## config.mk

```make
export PLATFORM = sky130hd
export DESIGN_NAME = echo_escape_decoder
export DESIGN_NICKNAME = d
export VERILOG_FILES = /design/src/rtl/core/eed_pkg.sv /design/src/rtl/core/eed_decode.sv /design/src/rtl/core/echo_escape_decoder.sv
export VERILOG_INCLUDE_DIRS = /design/src /design/src/rtl/core
export SDC_FILE = /design/constraint.sdc
export NUM_CORES = 1
export LEC_CHECK = 0
export CELL_PAD_IN_SITES_DETAIL_PLACEMENT = 2
export CELL_PAD_IN_SITES_GLOBAL_PLACEMENT = 2
export CORE_MARGIN = 2
export CORE_UTILIZATION = 43
export CTS_CLUSTER_DIAMETER = 150
export DETAILED_ROUTE_END_ITERATION = 7
export DONT_BUFFER_PORTS = 1
export GPL_ROUTABILITY_DRIVEN = 0
export HOLD_SLACK_MARGIN = 0.02
export PLACE_DENSITY = 0.87
export SETUP_SLACK_MARGIN = 0.2
export SLEW_MARGIN = 10
export SYNTH_ARGS = -nofsm -noshare
export SYNTH_HDL_FRONTEND = slang
export SYNTH_SLANG_ARGS = --single-unit
```

## constraint.sdc

```tcl
create_clock -name i_clk -period 16.55 [get_ports i_clk]
set_input_delay 3.31 -clock i_clk [delete_from_list [all_inputs] [get_ports i_clk]]
set_output_delay 3.31 -clock i_clk [all_outputs]
set_load 0.1 [all_outputs]
```

## src/rtl/core/echo_escape_decoder_defines.svh

```systemverilog
// Assertion macros used by the top-level RTL file of the escape decoder.
`ifndef ECHO_ESCAPE_DECODER_DEFINES_SVH
`define ECHO_ESCAPE_DECODER_DEFINES_SVH

// Same-cycle implication, checked on every clock edge outside reset.
`define EED_ASSERT_IMPLY(label, clk, rst_n, ante, cons) \
    label: assert property (@(posedge clk) disable iff (!(rst_n)) (ante) |-> (cons)) \
        else $error("assertion failed");

// Next-cycle implication, checked on every clock edge outside reset.
`define EED_ASSERT_NEXT(label, clk, rst_n, ante, cons) \
    label: assert property (@(posedge clk) disable iff (!(rst_n)) (ante) |=> (cons)) \
        else $error("assertion failed");

`endif

```

## src/rtl/core/eed_pkg.sv

```systemverilog
package eed_pkg;

    localparam int MaxResults = 4;

    typedef enum logic [2:0] {
        MODE_NORMAL = 3'd0,
        MODE_ESCAPE = 3'd1,
        MODE_HEX    = 3'd2,
        MODE_OCTAL  = 3'd3
    } t_mode;

    typedef struct packed {
        t_mode      mode;
        logic [7:0] value;
        logic [1:0] digits;
        logic       stopped;
    } t_dec_state;

    typedef struct packed {
        logic [MaxResults-1:0][7:0] data;
        logic [MaxResults-1:0]      has;
        logic [2:0]                 count;
        logic                       line_done;
    } t_results;

    localparam logic [7:0] CH_BSL     = 8'h5C;
    localparam logic [7:0] CH_LOW_A   = 8'h61;
    localparam logic [7:0] CH_LOW_B   = 8'h62;
    localparam logic [7:0] CH_LOW_C   = 8'h63;
    localparam logic [7:0] CH_LOW_E   = 8'h65;
    localparam logic [7:0] CH_LOW_F   = 8'h66;
    localparam logic [7:0] CH_LOW_N   = 8'h6E;
    localparam logic [7:0] CH_LOW_R   = 8'h72;
    localparam logic [7:0] CH_LOW_T   = 8'h74;
    localparam logic [7:0] CH_LOW_V   = 8'h76;
    localparam logic [7:0] CH_LOW_X   = 8'h78;
    localparam logic [7:0] CH_ZERO    = 8'h30;
    localparam logic [7:0] CH_NINE    = 8'h39;
    localparam logic [7:0] CH_UP_A    = 8'h41;
    localparam logic [7:0] CH_UP_F    = 8'h46;
    localparam logic [7:0] CODE_BEL   = 8'h07;
    localparam logic [7:0] CODE_BS    = 8'h08;
    localparam logic [7:0] CODE_ESC   = 8'h1B;
    localparam logic [7:0] CODE_FF    = 8'h0C;
    localparam logic [7:0] CODE_LF    = 8'h0A;
    localparam logic [7:0] CODE_CR    = 8'h0D;
    localparam logic [7:0] CODE_TAB   = 8'h09;
    localparam logic [7:0] CODE_VT    = 8'h0B;

    // Returns a valid flag above the four-bit value of a hex digit.
    function automatic logic [4:0] hex_digit(input logic [7:0] b);
        logic [4:0] r;
        r = '0;
        if (b >= CH_ZERO && b <= CH_NINE) begin
            r = {1'b1, b[3:0]};
        end else if ((b >= CH_LOW_A && b <= CH_LOW_F) || (b >= CH_UP_A && b <= CH_UP_F)) begin
            r = {1'b1, b[3:0] + 4'd9};
        end
        return r;
    endfunction

    function automatic logic is_octal(input logic [7:0] b);
        return b[7:3] == 5'b00110;
    endfunction

endpackage

```

## src/rtl/core/eed_decode.sv

```systemverilog
module eed_decode (
    input  logic                [7:0] i_byte,
    input  logic                      i_has_byte,
    input  logic                      i_arg_end,
    input  eed_pkg::t_dec_state       i_state,
    output eed_pkg::t_dec_state       o_state,
    output eed_pkg::t_results         o_results
);
    import eed_pkg::*;

    t_results   res;
    t_dec_state st;
    logic [2:0] n;
    logic       do_plain;
    logic [4:0] hv;

    assign hv = hex_digit(i_byte);

    always_comb begin
        res      = '0;
        st       = i_state;
        n        = 3'd0;
        do_plain = 1'b0;

        if (i_has_byte && !i_state.stopped) begin
            case (i_state.mode)
                MODE_ESCAPE: begin
                    st.mode = MODE_NORMAL;
                    case (i_byte)
                        CH_LOW_A: begin res.data[n[1:0]] = CODE_BEL; res.has[n[1:0]] = 1'b1; n = n + 3'd1; end
                        CH_LOW_B: begin res.data[n[1:0]] = CODE_BS;  res.has[n[1:0]] = 1'b1; n = n + 3'd1; end
                        CH_LOW_E: begin res.data[n[1:0]] = CODE_ESC; res.has[n[1:0]] = 1'b1; n = n + 3'd1; end
                        CH_LOW_F: begin res.data[n[1:0]] = CODE_FF;  res.has[n[1:0]] = 1'b1; n = n + 3'd1; end
                        CH_LOW_N: begin res.data[n[1:0]] = CODE_LF;  res.has[n[1:0]] = 1'b1; n = n + 3'd1; end
                        CH_LOW_R: begin res.data[n[1:0]] = CODE_CR;  res.has[n[1:0]] = 1'b1; n = n + 3'd1; end
                        CH_LOW_T: begin res.data[n[1:0]] = CODE_TAB; res.has[n[1:0]] = 1'b1; n = n + 3'd1; end
                        CH_LOW_V: begin res.data[n[1:0]] = CODE_VT;  res.has[n[1:0]] = 1'b1; n = n + 3'd1; end
                        CH_BSL:   begin res.data[n[1:0]] = CH_BSL;   res.has[n[1:0]] = 1'b1; n = n + 3'd1; end
                        CH_LOW_C: begin
                            st.stopped = 1'b1;
                        end
                        CH_LOW_X: begin
                            st.mode   = MODE_HEX;
                            st.value  = 8'd0;
                            st.digits = 2'd0;
                        end
                        default: begin
                            if (is_octal(i_byte)) begin
                                st.mode   = MODE_OCTAL;
                                st.value  = {5'd0, i_byte[2:0]};
                                st.digits = (i_byte == CH_ZERO) ? 2'd0 : 2'd1;
                            end else begin
                                res.data[n[1:0]] = CH_BSL;
                                res.has[n[1:0]]  = 1'b1;
                                n = n + 3'd1;
                                res.data[n[1:0]] = i_byte;
                                res.has[n[1:0]]  = 1'b1;
                                n = n + 3'd1;
                            end
                        end
                    endcase
                end
                MODE_HEX: begin
                    if (hv[4]) begin
                        st.value  = {i_state.value[3:0], hv[3:0]};
                        st.digits = i_state.digits + 2'd1;
                        if (st.digits == 2'd2) begin
                            res.data[n[1:0]] = st.value;
                            res.has[n[1:0]]  = 1'b1;
                            n = n + 3'd1;
                            st.mode   = MODE_NORMAL;
                            st.digits = 2'd0;
                        end
                    end else begin
                        if (i_state.digits == 2'd0) begin
                            res.data[n[1:0]] = CH_BSL;
                            res.has[n[1:0]]  = 1'b1;
                            n = n + 3'd1;
                            res.data[n[1:0]] = CH_LOW_X;
                            res.has[n[1:0]]  = 1'b1;
                            n = n + 3'd1;
                        end else begin
                            res.data[n[1:0]] = i_state.value;
                            res.has[n[1:0]]  = 1'b1;
                            n = n + 3'd1;
                        end
                        st.mode   = MODE_NORMAL;
                        st.digits = 2'd0;
                        do_plain  = 1'b1;
                    end
                end
                MODE_OCTAL: begin
                    if (is_octal(i_byte)) begin
                        st.value  = {i_state.value[4:0], i_byte[2:0]};
                        st.digits = i_state.digits + 2'd1;
                        if (st.digits == 2'd3) begin
                            res.data[n[1:0]] = st.value;
                            res.has[n[1:0]]  = 1'b1;
                            n = n + 3'd1;
                            st.mode   = MODE_NORMAL;
                            st.digits = 2'd0;
                        end
                    end else begin
                        res.data[n[1:0]] = i_state.value;
                        res.has[n[1:0]]  = 1'b1;
                        n = n + 3'd1;
                        st.mode   = MODE_NORMAL;
                        st.digits = 2'd0;
                        do_plain  = 1'b1;
                    end
                end
                default: begin
                    do_plain = 1'b1;
                end
            endcase

            if (do_plain) begin
                if (i_byte == CH_BSL) begin
                    st.mode = MODE_ESCAPE;
                end else begin
                    res.data[n[1:0]] = i_byte;
                    res.has[n[1:0]]  = 1'b1;
                    n = n + 3'd1;
                end
            end
        end

        if (i_arg_end) begin
            if (st.stopped) begin
                res.data[n[1:0]] = 8'd0;
                res.has[n[1:0]]  = 1'b0;
                n = n + 3'd1;
            end else begin
                case (st.mode)
                    MODE_ESCAPE: begin
                        res.data[n[1:0]] = CH_BSL;
                        res.has[n[1:0]]  = 1'b1;
                        n = n + 3'd1;
                    end
                    MODE_HEX: begin
                        if (st.digits == 2'd0) begin
                            res.data[n[1:0]] = CH_BSL;
                            res.has[n[1:0]]  = 1'b1;
                            n = n + 3'd1;
                            res.data[n[1:0]] = CH_LOW_X;
                            res.has[n[1:0]]  = 1'b1;
                            n = n + 3'd1;
                        end else begin
                            res.data[n[1:0]] = st.value;
                            res.has[n[1:0]]  = 1'b1;
                            n = n + 3'd1;
                        end
                    end
                    MODE_OCTAL: begin
                        res.data[n[1:0]] = st.value;
                        res.has[n[1:0]]  = 1'b1;
                        n = n + 3'd1;
                    end
                    default: begin
                    end
                endcase
                res.data[n[1:0]] = CODE_LF;
                res.has[n[1:0]]  = 1'b1;
                n = n + 3'd1;
            end
            res.line_done = 1'b1;
            st = '{mode: MODE_NORMAL, value: 8'd0, digits: 2'd0, stopped: 1'b0};
        end

        res.count = n;
    end

    assign o_state   = st;
    assign o_results = res;

endmodule

```

## src/rtl/core/echo_escape_decoder.sv

```systemverilog
// Echo-style escape decoder: each accepted input beat carries one byte of an argument (or
// only an end mark) and produces zero to four output beats, decoded combinationally into
// a four-entry result register that drains one beat per cycle while i_out_ready is high.
// A beat that yields at most one result beat is taken every cycle at full throughput while
// the output is ready; a beat that yields more holds the input off while the register drains.
// The input is also taken in the same cycle in which the last pending result beat leaves.
`include "echo_escape_decoder_defines.svh"

module echo_escape_decoder (
    input  logic       i_clk,
    input  logic       i_rst_n,
    input  logic       i_in_valid,
    output logic       o_in_ready,
    input  logic [7:0] i_in_byte,
    input  logic       i_in_has_byte,
    input  logic       i_arg_end,
    output logic       o_out_valid,
    input  logic       i_out_ready,
    output logic [7:0] o_out_byte,
    output logic       o_out_has_byte,
    output logic       o_line_done
);
    import eed_pkg::*;

    t_dec_state r_state;
    t_dec_state n_state;
    t_results   n_results;

    logic [MaxResults-1:0][7:0] r_data;
    logic [MaxResults-1:0]      r_has;
    logic [2:0]                 r_left;
    logic [1:0]                 r_idx;
    logic                       r_line;

    logic in_accept;
    logic out_beat;
    logic last_beat;

    eed_decode u_decode (
        .i_byte     (i_in_byte),
        .i_has_byte (i_in_has_byte),
        .i_arg_end  (i_arg_end),
        .i_state    (r_state),
        .o_state    (n_state),
        .o_results  (n_results)
    );

    assign o_out_valid    = (r_left != 3'd0);
    assign last_beat      = (r_left == 3'd1);
    assign out_beat       = o_out_valid && i_out_ready;
    assign o_in_ready     = !o_out_valid || (out_beat && last_beat);
    assign in_accept      = i_in_valid && o_in_ready;
    assign o_out_byte     = r_data[r_idx];
    assign o_out_has_byte = r_has[r_idx];
    assign o_line_done    = r_line && last_beat;

    always_ff @(posedge i_clk) begin
        if (!i_rst_n) begin
            r_state <= '{mode: MODE_NORMAL, value: 8'd0, digits: 2'd0, stopped: 1'b0};
        end else if (in_accept) begin
            r_state <= n_state;
        end
    end

    always_ff @(posedge i_clk) begin
        if (!i_rst_n) begin
            r_left <= 3'd0;
            r_idx  <= 2'd0;
            r_line <= 1'b0;
        end else if (in_accept) begin
            r_left <= n_results.count;
            r_idx  <= 2'd0;
            r_line <= n_results.line_done;
        end else if (out_beat) begin
            r_left <= r_left - 3'd1;
            r_idx  <= r_idx + 2'd1;
        end
    end

    always_ff @(posedge i_clk) begin
        if (in_accept) begin
            r_data <= n_results.data;
            r_has  <= n_results.has;
        end
    end

    `EED_ASSERT_IMPLY(a_bare_marker_ends_line, i_clk, i_rst_n, o_out_valid && !o_out_has_byte, o_line_done)
    `EED_ASSERT_IMPLY(a_no_overwrite, i_clk, i_rst_n, o_out_valid && !i_out_ready, !o_in_ready)
    `EED_ASSERT_IMPLY(a_left_bounded, i_clk, i_rst_n, 1'b1, r_left <= 3'd4)
    `EED_ASSERT_NEXT(a_end_clears_state, i_clk, i_rst_n, in_accept && i_arg_end, r_state.mode == MODE_NORMAL && !r_state.stopped && r_state.value == 8'd0)

endmodule

```

==> flow_metrics.py <==
metrics = {
    "status": {
        "status": "complete, no violations",
    },
    "timing": {
        "finClkSkew_ns": 0.01106,
        "holdWs_ns": 0.4716,
        "rsz0062_at_grt": "false",
        "hold_viol_final": 0,
        "final.period_utilization_pct": 53.71,
        "max_freq_mhz": 112.5,
        "finalSetupTns_ns": 0,
        "relSlewSlack_pct": 14.20,
        "tightest_slew_ns": 1.274,
        "finalCriticalPeriod_ns": 8.890,
        "drv_slew": 0,
        "setup_viol": 0,
    },
    "die": {
        "die_h_um": 117.2,
        "start_util_pct": 43.84,
        "dieArea_um2": 13740,
        "fp-row-count": 41,
        "core_um2": 12570,
        "ios": 26,
        "die_x_um": 117.2,
    },
    "critical_path": {
        "cp_max_fo": 16,
        "cp.depth": 18,
        "crit_path_start_kind": "primary input",
        "worstReg2RegEnd": "r_data[14]",
        "r2r_slack_ns": 10.59,
        "required_ns": 16.60,
        "crit_type": "primary input to register",
        "timing.rr.start": "r_state[12]",
        "cp_cell_sequence": "or4b_1 > or3_1 > a31oi_1 > nand2b_1 > o211ai_1 > inv_1 > ha_1 > a211oi_1 > inv_1 > ha_1 > o21a_1 > a221o_1 > inv_1 > ha_1 > and2_1 > o21ai_0 > a221oi_1 > a22oi_1",
        "cp_num_buf_inv": 3,
        "cp.arrival_ns": 8.94,
        "rr_worst_depth": 16,
        "path_delay_family": "compound AO/OA/AOI/OAI gates",
        "worstSetupStartpoint": "i_in_byte[7]",
        "slowest_delay_ns": 0.77,
        "cp_slowest_cell": "a211oi_1",
        "end_kind": "register",
    },
    "grt": {
        "globalRoute.busiestLayer": "met2",
        "antenna_found_initial": 0,
        "grt_pass1_wl_um": 36390,
        "grt_max_degree": 44,
        "use_met1_pct": 48.01,
        "met3_usage_pct": 7.415,
        "met2_usage_pct": 53.56,
        "grt-ovfl-total": 0,
        "grt_pass1_vias": 5971,
        "track_usage_pct": 35.66,
    },
    "cts": {
        "hold_buffers": 0,
        "postCtsSetupBuffers": 0,
        "cts_tree": "yes",
        "cts_resized": 0,
        "ctsHtreeMaxLevel": 2,
        "clk_latency_ns": 0.32,
        "cts_made_buffers": 5,
        "cts_root_buf": "clkbuf_16",
        "clock_sinks": 56,
        "clockBufferDepth": 2,
        "cts.clk_slew.worst_paths_ns": 0.08,
    },
    "run": {
        "cap_viol_max_count": 0,
    },
    "pwr": {
        "cellPowerDensity_nw_per_um2": 100.1,
        "p_leak_uw": 0.001954,
        "max-vdd-ir-drop_uv": 150.3,
    },
    "synthesis": {
        "synth_top_area_share_pct": 19.62,
        "synth_common_cells": "nand2_1 (74), nor2_1 (55), a21oi_1 (52), o21ai_0 (42), edfxtp_1 (36)",
        "synthArstFlopShare_pct": 0,
        "synth_warnings": 0,
        "ys_seq_area_share_pct": 26.88,
        "post-synth-top-count-cell": "nand2_1",
        "ys_seq_elements": 56,
        "synth-edff-count": 36,
        "synth_area_leaders": "edfxtp_1 (20%), dfxtp_1 (7.3%), ha_1 (5.4%)",
        "synth_nets": 722,
        "synth_largest_area_cell": "edfxtp_1",
        "syn_area_um2": 5510,
        "ys_types": 91,
        "avgSynthCellArea_um2": 8.056,
        "ys.flop_type": "edfxtp_1",
        "synthCells": 684,
    },
    "place": {
        "portBuffers": 0,
        "hpwl_um": 17980,
        "placed_cell_area_um2": 5568,
    },
    "hold_path": {
        "hp-start": "r_line",
        "hold_path.class": "register to register",
        "hold_depth": 2,
        "holdPathEnd": "r_line",
    },
    "detailed_routing": {
        "post-route-drc-count": 0,
        "num_vias": 5878,
        "first_pass_iters": 5,
        "wl_per_cell_um": 28.84,
        "postRouteAntennaNets": 0,
        "finalWirelength_um": 23790,
        "via_per_inst": 7.125,
        "drtIter0Drc": 734,
    },
    "cells_and_area": {
        "nFillCells": 1426,
        "fin_area_um2": 5741,
        "area_growth_pct": 4.178,
        "nets": 690,
        "drive_gt1_share_pct": 7.351,
        "diodes": 0,
    },
}
-- power by group --
part           internal [µW]  total, µW  switching (µW)  leakage, µW
clock                   72.1        128            55.8    0.0000840
sequential               189        208            19.1     0.000514
combinational           47.7        239             191      0.00136
total                    309        575             266      0.00195
-- per-stage QoR --
| step | power (µW) | setup WS, ns | utilization (%) | cells |
|---|---|---|---|---|
| final | 574.7 | 7.660 | 45.67 | 825 |
| after detailed placement | 449.7 | 7.609 | 44.30 | 817 |
| after CTS | 576.7 | 7.807 | 45.67 | 825 |
| after global routing | 599.4 | 7.418 | 45.67 | 825 |
| after global placement | 439.9 | 8.183 | 44.30 | 817 |
| after floorplan | 418.0 | 8.586 | - | 684 |
-- layout make-up --
cell class	count	area, µm²	area share (%)
Clock inverter	3	47.55	0.8282
Inverter	20	75.07	1.308
Sequential cell	56	1481	25.81
Timing Repair Buffer	7	52.55	0.9154
Tap cell	172	215.2	3.749
Multi-Input combinational cell	562	3744	65.21
Clock buffer	5	125.1	2.180
-- flip-flops by register name (all words and copies together), names as in the netlist --
register	cells
r_state	14
r_has	4
r_data	32
r_line	1
r_idx	2
r_left	3
-- layer usage --
metal | part of all wire, % | routed length [µm]
met3 | 9.3 | 2214
met4 | 5.6 | 1334
met5 | 0 | 0
met2 | 44 | 10500
met1 | 41 | 9748
-- how the worst max path moves through the flow --
stage	endpoint	slack [ns]
3_5_place_dp	r_data[14]	7.61
4_1_cts	r_data[14]	7.81
2_1_floorplan	r_data[13]	8.59
3_3_place_gp	r_data[14]	8.18
5_1_grt	r_data[14]	7.42
6_report	r_data[14]	7.66
-- worst reg2reg max path, cell delays in order, from the launching register on --
cell	delay [ns]
dfxtp_1	0.71
or3b_2	0.67
nor2_1	0.30
nand2_1	0.16
nand2_1	0.20
ha_1	0.27
a211oi_1	0.77
inv_1	0.21
ha_1	0.45
o21a_1	0.29
a221o_1	0.32
inv_1	0.11
ha_1	0.33
and2_1	0.21
o21ai_0	0.19
a221oi_1	0.39
a22oi_1	0.14
-- logic make-up (layout without fill, tap and decap cells) --
group	after synthesis	count (layout)	share of synthesized area, %
simple gates	267	267	25.48
buf+inv	66	35	5.222
compound gates	241	241	29.63
xor+xnor	11	11	1.748
flops	56	56	26.88
fa+ha+maj	24	24	5.450
mux	19	19	5.586
-- cell usage in the layout (no fill, tap or decap), types with 4 or more instances in the layout --
master	count
nand2b_1	12
nand3_1	26
mux2_2	4
nor3_1	16
o211ai_1	14
a31oi_1	9
nor2_1	54
a21o_1	7
a211oi_1	7
o22ai_1	8
a221oi_1	4
mux4_2	9
o21ai_0	41
edfxtp_1	36
and2_1	8
o31ai_1	6
xor2_1	4
inv_1	18
buf_4	7
nand4_1	7
xnor2_1	7
a21boi_0	8
a22oi_1	21
a21oi_1	52
and3_1	13
nor4_1	4
ha_1	24
o21bai_1	4
dfxtp_1	20
nand2_1	74
nor3b_1	6
and3b_1	4
nor2b_1	13
clkbuf_16	5
o311ai_0	4
mux2i_1	6
o21a_1	7
Note: power is estimated with default switching activity, not from simulation.
